### config.mk
export PLATFORM = sky130hd
export DESIGN_NAME = crpc_frame
export DESIGN_NICKNAME = d
export VERILOG_FILES = /design/src/crpc_pkg.sv /design/src/crpc_frame.sv
export SDC_FILE = /design/constraint.sdc
export NUM_CORES = 1
export LEC_CHECK = 0
export BUFFER_PORTS_ARGS = -buffer_cell sky130_fd_sc_hd__buf_4
export CELL_PAD_IN_SITES_DETAIL_PLACEMENT = 1
export CELL_PAD_IN_SITES_GLOBAL_PLACEMENT = 2
export CORE_MARGIN = 3
export CORE_UTILIZATION = 35
export DETAILED_ROUTE_END_ITERATION = 8
export GPL_ROUTABILITY_DRIVEN = 0
export PLACE_DENSITY_LB_ADDON = 0.1
export SLEW_MARGIN = 20
export SYNTH_ARGS = -nofsm -noshare
export SYNTH_HDL_FRONTEND = slang
export SYNTH_SLANG_ARGS = --single-unit
### constraint.sdc
create_clock -name clk -period 3.5 [get_ports clk]
set_input_delay 0 -clock clk [delete_from_list [all_inputs] [get_ports clk]]
set_output_delay 0 -clock clk [all_outputs]
set_load 0.03 [all_outputs]
### src/crpc_pkg.sv
// ----------------------------------------------------------------------------
// crpc_pkg
// shared types, constants and the crc-15 pec table function for the cell
// register frame checker
// ----------------------------------------------------------------------------
package crpc_pkg;

	localparam int unsigned MAX_DEVICES      = 16;
	localparam int unsigned FRAME_DATA_BYTES = 6;

	localparam logic [15:0] PEC_SEED        = 16'd16;
	localparam logic [15:0] PEC_POLY        = 16'h4599;
	localparam logic [3:0]  CELLS_PER_GROUP = 4'd3;
	localparam logic [4:0]  ERR_LIMIT       = 5'd16;
	localparam logic [4:0]  DEV_COUNT_MIN   = 5'd1;
	localparam logic [4:0]  DEV_COUNT_MAX   = 5'(MAX_DEVICES);

	localparam logic [2:0] POS_PEC_HIGH = 3'(FRAME_DATA_BYTES);
	localparam logic [2:0] POS_PEC_LOW  = 3'(FRAME_DATA_BYTES + 1);

	typedef enum logic {
		KIND_CELL  = 1'b0,
		KIND_CHECK = 1'b1
	} result_kind_t;

	typedef struct packed {
		logic [1:0] register_group;
		logic       first_byte;
		logic [7:0] rx_byte;
	} in_item_t;

	typedef struct packed {
		result_kind_t result_kind;
		logic         last;
		logic [4:0]   error_count;
		logic         pec_match;
		logic [15:0]  cell_code;
		logic [3:0]   cell_index;
		logic [3:0]   device_index;
	} result_t;

	function automatic logic [15:0] pec_table_entry(input logic [7:0] addr);
		logic [15:0] r;
		r = {1'b0, addr, 7'b0};
		for (int b = 0; b < 8; b++) begin
			if (r[14]) begin
				r = (r << 1) ^ PEC_POLY;
			end else begin
				r = r << 1;
			end
		end
		return r;
	endfunction

	function automatic logic [15:0] pec_feed(input logic [15:0] crc, input logic [7:0] data);
		logic [7:0] addr;
		addr = crc[14:7] ^ data;
		return {crc[7:0], 8'h00} ^ pec_table_entry(addr);
	endfunction

endpackage

### src/crpc_frame.sv
// ----------------------------------------------------------------------------
// crpc_frame
// frame parser, pec check and result register
// ----------------------------------------------------------------------------
module crpc_frame
	import crpc_pkg::*;
(
	input  logic      clk,
	input  logic      arst_n,
	input  logic      cfg_wen,
	input  logic [4:0] cfg_wdata,
	input  logic      item_valid,
	input  in_item_t  item,
	output logic      take,
	output logic      out_valid,
	input  logic      out_ready,
	output result_t   out_data
);

	logic [2:0]  pos_q;
	logic [15:0] crc_q;
	logic [7:0]  low_q;
	logic [7:0]  pec_hi_q;
	logic [3:0]  dev_q;
	logic [1:0]  group_q;
	logic [4:0]  mism_q;
	logic [4:0]  dev_count_q;
	logic        out_valid_q;
	result_t     out_q;

	logic [2:0]  pos_e;
	logic [15:0] crc_e;
	logic [3:0]  dev_e;
	logic [1:0]  group_e;
	logic [4:0]  mism_e;
	logic [2:0]  pos_n;
	logic [15:0] crc_n;
	logic [3:0]  dev_n;
	logic [4:0]  mism_n;
	logic [4:0]  eff_count;
	logic [15:0] received;
	logic        match;
	logic        has_result;
	result_t     res;

	assign take      = item_valid && (!out_valid_q || out_ready);
	assign out_valid = out_valid_q;
	assign out_data  = out_q;

	always_comb begin
		pos_e   = item.first_byte ? 3'd0 : pos_q;
		crc_e   = item.first_byte ? PEC_SEED : crc_q;
		dev_e   = item.first_byte ? 4'd0 : dev_q;
		mism_e  = item.first_byte ? 5'd0 : mism_q;
		group_e = item.first_byte ? item.register_group : group_q;

		if (dev_count_q < DEV_COUNT_MIN) begin
			eff_count = DEV_COUNT_MIN;
		end else if (dev_count_q > DEV_COUNT_MAX) begin
			eff_count = DEV_COUNT_MAX;
		end else begin
			eff_count = dev_count_q;
		end

		received = {pec_hi_q, item.rx_byte};
		match    = (received == {crc_e[14:0], 1'b0});

		pos_n      = pos_e;
		crc_n      = crc_e;
		dev_n      = dev_e;
		mism_n     = mism_e;
		has_result = 1'b0;
		res        = '0;
		res.device_index = dev_e;

		if (pos_e < POS_PEC_HIGH) begin
			crc_n = pec_feed(crc_e, item.rx_byte);
			pos_n = pos_e + 3'd1;
			if (pos_e[0]) begin
				has_result      = 1'b1;
				res.result_kind = KIND_CELL;
				res.cell_index  = ({2'b00, group_e} * CELLS_PER_GROUP) + {2'b00, pos_e[2:1]};
				res.cell_code   = {item.rx_byte, low_q};
			end
		end else if (pos_e == POS_PEC_HIGH) begin
			pos_n = POS_PEC_LOW;
		end else begin
			if (!match && mism_e < ERR_LIMIT) begin
				mism_n = mism_e + 5'd1;
			end
			has_result      = 1'b1;
			res.result_kind = KIND_CHECK;
			res.pec_match   = match;
			res.error_count = mism_n;
			res.last        = ({1'b0, dev_e} == (eff_count - 5'd1));
			dev_n           = dev_e + 4'd1;
			pos_n           = 3'd0;
			crc_n           = PEC_SEED;
		end
	end

	always_ff @(posedge clk or negedge arst_n) begin
		if (!arst_n) begin
			pos_q       <= 3'd0;
			crc_q       <= PEC_SEED;
			low_q       <= 8'd0;
			pec_hi_q    <= 8'd0;
			dev_q       <= 4'd0;
			group_q     <= 2'd0;
			mism_q      <= 5'd0;
			dev_count_q <= DEV_COUNT_MIN;
			out_valid_q <= 1'b0;
		end else begin
			if (cfg_wen) begin
				dev_count_q <= cfg_wdata;
			end
			if (take) begin
				pos_q   <= pos_n;
				crc_q   <= crc_n;
				dev_q   <= dev_n;
				group_q <= group_e;
				mism_q  <= mism_n;
				if (pos_e < POS_PEC_HIGH && !pos_e[0]) begin
					low_q <= item.rx_byte;
				end
				if (pos_e == POS_PEC_HIGH) begin
					pec_hi_q <= item.rx_byte;
				end
			end
			if (take && has_result) begin
				out_valid_q <= 1'b1;
			end else if (out_ready) begin
				out_valid_q <= 1'b0;
			end
		end
	end

	always_ff @(posedge clk) begin
		if (take && has_result) begin
			out_q <= res;
		end
	end

`ifndef SYNTHESIS
	a_mism_bound: assert property (@(posedge clk) disable iff (!arst_n)
		mism_q <= ERR_LIMIT)
		else $error("mismatch count above limit");

	a_pec_high_then_low: assert property (@(posedge clk) disable iff (!arst_n)
		take && !item.first_byte && pos_q == POS_PEC_HIGH |=> pos_q == POS_PEC_LOW)
		else $error("pec low byte position not reached");

	a_cell_index_range: assert property (@(posedge clk) disable iff (!arst_n)
		out_valid_q && out_q.result_kind == KIND_CELL |-> out_q.cell_index <= 4'd11)
		else $error("cell index out of range");

	a_check_fields: assert property (@(posedge clk) disable iff (!arst_n)
		out_valid_q && out_q.result_kind == KIND_CHECK |->
			out_q.cell_code == 16'd0 && out_q.cell_index == 4'd0)
		else $error("check result carries cell data");

	a_cell_fields: assert property (@(posedge clk) disable iff (!arst_n)
		out_valid_q && out_q.result_kind == KIND_CELL |->
			!out_q.last && !out_q.pec_match && out_q.error_count == 5'd0)
		else $error("cell result carries check data");
`endif

endmodule

[Word level (Yosys, flattened, before mapping)]
Index checks and enable logic that the tools add are counted.
Storage, ports and cells
  register bits after elaboration: 83
  input port bits: 21
  word-level logic and storage cells: 90
  output and inout bits: 34
Cells by class
  bitwise gates (word level): 10
  add/sub/neg operators: 5
  $lt $le $gt $ge: 4
  multipliers: 1
  equality and inequality tests: 3
  reductions and logical operators: 13
  mux-type cells: 38
Operators with widths (count)
  15-bit two-way mux: 19
  7-bit inverter: 8
  5-bit two-way mux: 6
  16-bit equality test: 1
  15-bit bitwise XOR: 1
  4-bit two-way mux: 3
  3-bit two-way mux: 3
  8-bit two-way mux: 1
  8-bit bitwise XOR: 1
  2-bit AND reduction: 3
  5-bit by 1-bit adder with 5-bit output (second input constant): 1
  4-bit by 5-bit equality test with 1-bit output: 1
  5-bit > comparator (second input constant): 1
  5-bit by 1-bit less-than comparator with 1-bit output (second input constant): 1
  5-bit less-than comparator (second input constant): 1
  1-bit two-way mux: 5
  5-bit by 1-bit subtractor with 5-bit output (second input constant): 1
  4-bit by 1-bit adder with 4-bit output (second input constant): 1
  4-bit by 2-bit adder with 4-bit output: 1
  1-bit logical AND: 4
  2-bit by 2-bit multiplier with 4-bit output (second input constant): 1
  3-bit by 1-bit adder with 3-bit output (second input constant): 1
  3-bit equality test (second input constant): 1
  1-bit zero test: 3
  5 further kinds: 5

[Longest topological paths before layout]
Gate-level depths: netlist of the first run.
  depth in word-level cells: 28
  gate-level depth with buffers: 13
  gate-level depth less buffers: 9

[Least setup slack after synthesis of the first run]
No wires, ideal clock.
  path type: input -> register
  from: input port item[8] (netlist bit)
  to: register out_q (netlist bit out_data[6]), data pin
  stages: 11
  required time: 3237 ps
  path buffers: 4
  data arrival time: 2607 ps
  path slack: 630 ps
  setup time: 263 ps
  path through: buf_6 > clkbuf_1 > clkbuf_1 > clkbuf_1 > mux2i_1 > inv_1 > fa_1 > ha_1 > inv_1 > fa_1 > nor3_1
On the way
  cells in the longest elaborated chain, start to end: 3
  elaborated cells on any way between the ends: 6
  those cells by class: 1 x add/sub; 1 x mul; 1 x order compare; 2 x mux; 1 x reduce/logical
Ends and longest elaborated chain
  start, declared: RTL line crpc_frame.sv:13  | input in_item_t item,
  2-bit two-way mux: RTL line crpc_frame.sv:55  | group_e = item.first_byte ? item.register_group : group_q;
  named net group_e[1]: RTL line crpc_frame.sv:34  | logic [1:0] group_e;
  2-bit by 2-bit multiplier with 4-bit output: RTL line crpc_frame.sv:82  | res.cell_index = ({2'b00, group_e} * CELLS_PER_GROUP) + {2'b00, pos_e[2:1]};
  4-bit by 2-bit adder with 4-bit output: RTL line crpc_frame.sv:82
  end signal, assigned: RTL line crpc_frame.sv:140  | out_q <= res;
  end, declared: RTL line crpc_frame.sv:29  | result_t out_q;
The timed path passes the listed nets, and every way through them passes these cells.
A chain may end at the register's enable or synchronous reset.

[Worst setup path in the final report of the first run]
  from: register group_q[1]
  to: register out_q (netlist bit out_data[6]), data pin
On the way
  cells in the longest elaborated chain, start to end: 3
Ends and longest elaborated chain
  start, declared: RTL line crpc_frame.sv:25  | logic [1:0] group_q;
  start signal, assigned: RTL line crpc_frame.sv:121  | group_q <= group_e;
  2-bit two-way mux: RTL line crpc_frame.sv:55
  named net group_e[1]: RTL line crpc_frame.sv:34
  2-bit by 2-bit multiplier with 4-bit output: RTL line crpc_frame.sv:82
  4-bit by 2-bit adder with 4-bit output: RTL line crpc_frame.sv:82
The timed path passes the listed nets, and every way through them passes these cells.

==> impl_metrics.tcl, run 1 <==
set metrics [dict create \
    num_vias 3341 \
    cts_resized 0 \
    nNetsFinal 516 \
    cp.required_ns 3.66 \
    syn_inst 428 \
    rsz0062_at_grt "false" \
    synth_top_family_by_area "simple AND/OR/NAND/NOR gates" \
    irDropWorstVdd_mv 0.4874 \
    std_cell_rows 41 \
    globalRouteOverflowTotal 0 \
    synth_edf_count 32 \
    drc 0 \
    die_x_um 121.3 \
    synth_adder_area_share_pct 2.745 \
    final_cell_mix "buf_4 (58), dfrtp_1 (49), xnor2_1 (47)" \
    clock-sinks 83 \
    yosys.area.top_type_share_pct 26.37 \
    multi_input_area_um2 2215 \
    drtPass1Iterations 4 \
    synth-xor-area-share_pct 14.88 \
    cts_made_buffers 9 \
    grt_pass1_wl_mm 20.17 \
    mostFrequentLayoutCell "buf_4" \
    skew_ns 0.008321 \
    drtAntennaViolNets 0 \
    drive_gt1_share_pct 21.59 \
    grt_pass1_vias 3668 \
    avgViaCountPerCell 5.039 \
    synthSimpleGateAreaFrac_pct 15.23 \
    power.leakage_uw 0.002324 \
    grt_usage_pct 18.28 \
    nFillCells 1439 \
    worst_slew_pin_slew_ns 0.7252 \
    grt_max_degree 52 \
    synth_top_area_cell "dfrtp_1" \
    p_per_area_nw_per_um2 756.4 \
    critPathCaptureType "flop" \
    antenna_found_initial 0 \
    syn_area_per_cell_um2 10.86 \
    clock.fmax_ghz 0.4277 \
    synthDistinctLibCells 60 \
    dp_slack_ns 0.9495 \
    ios 55 \
    synth-seq-area-share_pct 48.17 \
    core_um2 12820 \
    hold_buffers 14 \
    io_buffers 54 \
    slew_headroom_pct 51.65 \
    synth_seq_cells 83 \
    cts.reportedPaths.clkPinSlew_ns 0.06 \
    critPathLaunchType "flop" \
    synthMuxAreaShare_pct 5.490 \
    n_antenna_cell 0 \
    syn-cell-area_um2 4649 \
    dp_hpwl_mm 8.411 \
    status "completed" \
    seq_area_um2 2240 \
    finalSetupViolCount 0 \
    routed_wirelength_mm 12.35 \
    max_cap_viol_count 0 \
    synth_ff_type "dfrtp_1" \
    synth_compound_area_share_pct 9.123 \
    wl_per_cell_um 18.63 \
    area_growth_pct 19.97 \
    critical_path_class "reg2reg" \
    total_power_uw 4219 \
    arrival_ns 2.50 \
    initial_core_util_pct 36.25 \
    post_cts_buffers 0 \
    ys_warn_count 0 \
    worstSkewPairLatency_ns 0.35 \
    final.setup.tns_ns 0 \
    placedCellCount 633 \
    async_flop_share_pct 61.45 \
    worst_slack_ns 1.162 \
    root_buffer "clkbuf_16" \
    drt-initial-drc-count 141 \
    fin_crit_sh_pct 66.80 \
    die_h_um 121.3 \
    holdCritPathClass "in2reg" \
    htree_levels 3 \
    synth_nets 458 \
    hold_viol 0 \
    clock_path_buffers 2 \
    maxSlewViolCount 0 \
    fin_crit_ns 2.338 \
    instances_no_fill 663 \
    critical_path.max_fanout 3 \
    cts_tree "built" \
    die_area_um2 14700 \
    synth_area_leaders "dfrtp_1 (26%), edfxtp_1 (21%), xnor2_1 (8.9%)" \
]
[cell usage after synthesis (3+ instances only)]
| cell | instances |
|---|---|
| inv_1 | 15 |
| ha_1 | 7 |
| o32ai_1 | 3 |
| dfrtp_1 | 49 |
| o21ai_1 | 3 |
| a221o_1 | 3 |
| a21oi_1 | 10 |
| clkbuf_8 | 3 |
| a31oi_1 | 4 |
| nand2b_1 | 5 |
| nor3_1 | 10 |
| nor4_1 | 3 |
| buf_2 | 5 |
| nor2b_1 | 17 |
| nand3_1 | 4 |
| xnor2_1 | 47 |
| and3_1 | 18 |
| nor2_1 | 28 |
| nand4_1 | 3 |
| mux2i_1 | 3 |
| clkbuf_1 | 14 |
| nand2_1 | 38 |
| edfxtp_1 | 32 |
| o21ai_0 | 29 |
| mux2_2 | 20 |
| xor2_1 | 11 |
[stage by stage]
| stage | hold WS, ns | utilization, % | area, um2 |
|---|---|---|---|
| 4_1_cts | 0.01001 | 43.49 | 5578 |
| 3_3_place_gp | 0.1209 | 40.27 | 5165 |
| 2_1_floorplan | -0.2956 | - | 4649 |
| 6_report | 0.01412 | 43.49 | 5578 |
| 5_1_grt | 0.01613 | 43.49 | 5578 |
| 3_5_place_dp | 0.1137 | 40.27 | 5165 |
[cell type report]
cell class,count,area share [%]
Sequential cell,83,40.15
Multi-Input combinational cell,304,39.70
Timing Repair Buffer,72,10.32
Clock buffer,12,4.419
Tap cell,172,3.858
Inverter,16,1.077
Clock inverter,4,0.4711
[cell families (layout without fill, tap and decap cells)]
| logic type | Yosys count | after routing |
|---|---|---|
| AOI/OAI and AO/OA | 68 | 68 |
| buffers and inverters | 41 | 104 |
| muxes | 23 | 23 |
| and+or+nand+nor | 138 | 138 |
| xor gates and xnor gates | 66 | 66 |
| DFF | 83 | 83 |
| adders and majority gates | 9 | 9 |
[final timing paths]
path	cells past startpoint	start	endpoint	slack, ns
max	7	group_q[1]	out_data[6]	1.16
min	2	item[7]	low_q[7]	0.01
max reg2reg	7	group_q[1]	out_data[6]	1.16
min reg2reg	2	low_q[5]	low_q[5]	0.48
max in group asynchronous	2	arst_n	crc_q[6]	2.76
min in group asynchronous	2	arst_n	low_q[2]	0.25
[power by group]
| part | internal, uW | switching [uW] |
|---|---|---|
| Sequential | 1220 | 231 |
| Combinational | 961 | 906 |
| Clock | 500 | 400 |
[sequential cells by signal (all words and copies together), names as in the netlist]
register,cells
out_valid,1
low_q,8
mism_q,5
dev_q,4
crc_q,15
group_q,2
pos_q,3
out_data,32
dev_count_q,5
pec_hi_q,8
[worst max-delay path, stage by stage (launching register included)]
cell and delay, ns:
dfrtp_1 0.38, mux2i_1 0.28, inv_1 0.10, fa_1 0.47
ha_1 0.20, inv_1 0.07, fa_1 0.41, nor3_1 0.25
[routing by layer]
layer | vias up | part of all wire, % | global-route usage (%)
li1 | 1600 | - | -
met3 | 16 | 3.1 | 3.683
met1 | 1677 | 44 | 22.20
met5 | - | 0 | 0
met2 | 48 | 51 | 31.71
met4 | 0 | 1.6 | 7.423
Note: power is estimated with default switching activity, not from simulation.
==> inputs of run 2 (changes only) <==
- clock period: 3.5 -> 2 ns (I/O delays scaled with it)
==> impl_metrics.tcl, run 2 (same netlist as run 1, synthesis figures left out) <==
set metrics [dict create \
    mostFrequentLayoutCell "buf_4" \
    ios 55 \
    instances_no_fill 734 \
    critPathCaptureType "flop" \
    cts_made_buffers 9 \
    finalSetupViolCount 13 \
    die_area_um2 14700 \
    rsz0062_at_grt "true" \
    drc 0 \
    nNetsFinal 587 \
    critPathLaunchType "flop" \
    finish.utilization_pct 50.70 \
    holdCritPathClass "in2reg" \
    grt_pass1_vias 3908 \
    avgViaCountPerCell 4.890 \
    maxSlewViolCount 0 \
    routed_wirelength_mm 13.32 \
    power.leakage_uw 0.002790 \
    root_buffer "clkbuf_16" \
    slew_headroom_pct 33.12 \
    skew_ns 0.005920 \
    cts_tree "built" \
    violations "negative setup slack" \
    io_buffers 54 \
    clockPowerShare_pct 19.5 \
    drtAntennaViolNets 0 \
    std_cell_rows 41 \
    antenna_found_initial 0 \
    netSwitchingPower_uw 3176 \
    worst_slew_pin_slew_ns 1.001 \
    clock_path_buffers 2 \
    busiest_layer "met2" \
    grt_pass1_wl_mm 21.34 \
    n_antenna_cell 0 \
    hold_viol 0 \
    power_frac_seq_pct 26.2 \
    worst_slack_ns -0.1839 \
    status "complete, but fails checks" \
    drtPass1Iterations 4 \
    irDropWorstVdd_mv 1.949 \
    dp_hpwl_mm 9.498 \
    total_power_uw 9190 \
    die_x_um 121.3 \
    globalRouteOverflowTotal 0 \
    arrival_ns 2.38 \
    cts.reportedPaths.clkPinSlew_ns 0.07 \
    num_vias 3589 \
    internal-power_uw 6014 \
    grt_max_degree 52 \
    multi_input_area_um2 2510 \
    p_comb_share_pct 54.3 \
    clock.fmax_ghz 0.4579 \
    die_h_um 121.3 \
    core_um2 12820 \
    critical_path_class "reg2reg" \
    grt_usage_pct 19.10 \
    p_per_area_nw_per_um2 1413 \
    drt-initial-drc-count 147 \
    seq_area_um2 2243 \
    max_cap_viol_count 0 \
    placedCellCount 695 \
    final_cell_mix "buf_4 (122), dfrtp_1 (46), nand2_1 (37)" \
    worstSkewPairLatency_ns 0.34 \
    wl_per_cell_um 18.14 \
    drive_gt1_share_pct 39.86 \
    initial_core_util_pct 36.25 \
    cp.required_ns 2.19 \
    critical_path.max_fanout 2 \
    r2r_slack_ns -0.18 \
    switching_share_pct 34.56 \
    holdWs_ns 0.01531 \
    grtUsageMet1_pct 23.90 \
    largest_reg_flops 32 \
    grt_util_met2_pct 33.41 \
    nFillCells 1403 \
    grt_use_met3_pct 3.543 \
    clock-sinks 83 \
    fin_crit_sh_pct 109.2 \
    fin_crit_ns 2.184 \
    htree_levels 3 \
    area_growth_pct 39.85 \
]
==> run 2: critical path, cell delays in order, from the launching register on <==
cell and delay, ns:
dfrtp_1 0.37, mux2_4 0.29, fa_1 0.47, ha_1 0.22, inv_1 0.07, fa_1 0.42, nor3_2 0.19
==> run 2: path summary, 6_finish.rpt <==
kind	start	to	cells after the start
min in group asynchronous	arst_n	group_q[1]	2
worst min-delay path	item[0]	low_q[0]	2
worst min register to register	low_q[5]	low_q[5]	2
max in group asynchronous	arst_n	crc_q[14]	2
worst max-delay path	group_q[0]	out_data[6]	6
worst max register to register	group_q[0]	out_data[6]	6
==> run 2: timing repair <==
item	CTS	global route
endpoints found under the hold margin	56	0
pin swaps	21	17
gates resized for setup	23	45
setup buffers	4	6
endpoints found under the setup margin	22	25
hold buffers	13	0
==> run 2: stage by stage <==
| stage | worst slack, ns | TNS, ns | instance area, um2 |
|---|---|---|---|
| after floorplan | -0.3321 | -6.757 | 4728 |
| after global placement | -0.2285 | -1.235 | 5674 |
| after detailed placement | -0.3153 | -2.911 | 5674 |
| after CTS | -0.2009 | -0.7933 | 6251 |
| after global routing | -0.2537 | -2.461 | 6502 |
| final | -0.1839 | -0.9340 | 6502 |
==> run 2: area by class of cell <==
class	count	area share, %
clock buffer	10	3.521
clock inverter	6	1.347
inverter	16	0.9813
multi-input combinational	304	38.60
sequential	83	34.50
tap	172	3.310
timing repair buffer	143	17.74
==> run 2: power by group through the flow <==
| stage | clock network [uW] | logic [uW] | registers [uW] |
|---|---|---|---|
| 4_1_cts | 1850 | 4290 | 2400 |
| 3_3_place_gp | 0 | 3920 | 2420 |
| 6_report | 1800 | 4990 | 2410 |
| 2_1_floorplan | 0 | 2720 | 2460 |
| 3_5_place_dp | 0 | 4000 | 2440 |
| 5_1_grt | 1940 | 5400 | 2460 |
==> run 2: routing by layer <==
metal  vias to the layer above  wire, um
met3                        15       353
met5                         -         0
met4                         0       234
met1                      1785      5862
met2                        44      6868
li1                       1745         -
==> inputs of run 3 (changes only) <==
- TNS_END_PERCENT: unset -> 5
==> impl_metrics.tcl, run 3 (same netlist as run 1, synthesis figures left out) <==
set metrics [dict create \
    status "complete, but fails checks" \
    violations "negative setup slack" \
    final.setup.tns_ns -0.3513 \
    p_per_area_nw_per_um2 1356 \
    crit_buf_inv 1 \
    slew_headroom_pct 53.22 \
    finalSetupViolCount 5 \
    cp_slowest_cell "fa_1" \
    grt_max_degree 52 \
    routed_wirelength_mm 12.92 \
    globalRouteOverflowTotal 0 \
    clock.fmax_ghz 0.4579 \
    max_stage_delay_ns 0.53 \
    grt_util_met2_pct 32.34 \
    irDropWorstVdd_mv 1.231 \
    io_buffers 54 \
    critical_path_class "reg2reg" \
    critPathLaunch "group_q[0]" \
    core_um2 12820 \
    fin_crit_ns 2.184 \
    critPathCaptureType "flop" \
    htree_levels 3 \
    max_cap_viol_count 0 \
    worst_slew_pin_slew_ns 0.7017 \
    largest_reg_flops 32 \
    initial_core_util_pct 36.25 \
    cp_common_cell "fa_1" \
    nNetsFinal 580 \
    hold_viol 0 \
    crit_family "adder cells" \
    grt_use_met3_pct 3.077 \
    arrival_ns 2.29 \
    worstSkewPairLatency_ns 0.34 \
    r2r-start "group_q[0]" \
    die_area_um2 14700 \
    busiest_layer "met2" \
    wl_per_cell_um 17.77 \
    critical_path.max_fanout 2 \
    n_antenna_cell 0 \
    ios 55 \
    std_cell_rows 41 \
    fin_crit_sh_pct 109.2 \
    holdWs_ns 0.03696 \
    rsz0062_at_grt "true" \
    dp_hpwl_mm 9.329 \
    drt-initial-drc-count 155 \
    power.leakage_uw 0.002684 \
    area_growth_pct 33.64 \
    holdCritPathClass "in2reg" \
    mostFrequentLayoutCell "buf_4" \
    clock_path_buffers 2 \
    worstHoldStart "item[6]" \
    drive_gt1_share_pct 34.95 \
    avgViaCountPerCell 4.953 \
    critPathLaunchType "flop" \
    grt_pass1_vias 3886 \
    root_buffer "clkbuf_16" \
    cts_tree "built" \
    final_cell_mix "buf_4 (121), dfrtp_1 (46), xnor2_1 (42)" \
    cp.required_ns 2.10 \
    die_h_um 121.3 \
    drtAntennaViolNets 0 \
    antenna_found_initial 0 \
    clock-sinks 83 \
    skew_ns 0.009215 \
    cts_made_buffers 9 \
    grt_pass1_wl_mm 21.09 \
    drtPass1Iterations 4 \
    die_x_um 121.3 \
    worst_slack_ns -0.1839 \
    crit_chain "mux2_4 > fa_1 > ha_2 > inv_2 > fa_1 > nor3_2" \
    grtUsageMet1_pct 24.33 \
    maxSlewViolCount 0 \
    drc 0 \
    cts.reportedPaths.clkPinSlew_ns 0.07 \
    num_vias 3601 \
    grt_usage_pct 18.78 \
]
## run 3: routing by layer
| metal | up-vias | share of wire, % |
|---|---|---|
| li1 | 1733 | - |
| met1 | 1811 | 45 |
| met2 | 42 | 51 |
| met3 | 15 | 2.2 |
| met4 | 0 | 1.4 |
| met5 | - | 0 |
## run 3: where the power goes
| group | internal, uW | switching (uW) | total (uW) |
|---|---|---|---|
| clock network | 965 | 690 | 1650 |
| registers | 2140 | 290 | 2430 |
| logic | 2390 | 1950 | 4340 |
## run 3: what timing repair did
item,4_1_cts,5_1_grt
pin swaps,1,16
hold buffers,13,0
endpoints found under the setup margin,20,25
buffers inserted,0,1
gates resized for setup,7,25
cloned,0,0
endpoints found under the hold margin,57,0
## run 3: metrics by stage
stage	cells	total power (uW)	setup WS (ns)	cell area (um2)	util [%]
after global placement	697	6496	-0.1018	5669	44.20
after global routing	727	8990	-0.2346	6213	48.45
after detailed placement	697	6590	-0.1622	5669	44.20
final	727	8428	-0.1839	6213	48.45
after CTS	726	8395	-0.1609	6111	47.65
after floorplan	428	5153	-0.3322	4713	-
## run 3: worst register-to-register path, stage by stage, from the launching register on
cell     delay (ns)
dfrtp_1        0.38
mux2_4         0.29
fa_1           0.53
ha_2           0.19
inv_2          0.04
fa_1           0.48
nor3_2         0.04
## run 3: cell type report
| type | count | area (um2) |
|---|---|---|
| clock buffer | 11 | 232.7 |
| clock inverter | 5 | 55.05 |
| fill | 1397 | 6611 |
| inverter | 16 | 60.06 |
| multi-input combinational | 304 | 2337 |
| sequential | 83 | 2243 |
| tap | 172 | 215.2 |
| timing repair buffer | 136 | 1070 |
## run 3: final timing paths
| check | endpoint | slack [ns] | cells past startpoint |
|---|---|---|---|
| worst max-delay path | out_data[6] | -0.18 | 6 |
| worst min-delay path | low_q[6] | 0.04 | 2 |
| worst max register to register | out_data[6] | -0.18 | 6 |
| worst min register to register | low_q[4] | 0.49 | 2 |
| max in group asynchronous | crc_q[14] | 1.23 | 2 |
| min in group asynchronous | group_q[0] | 0.25 | 2 |
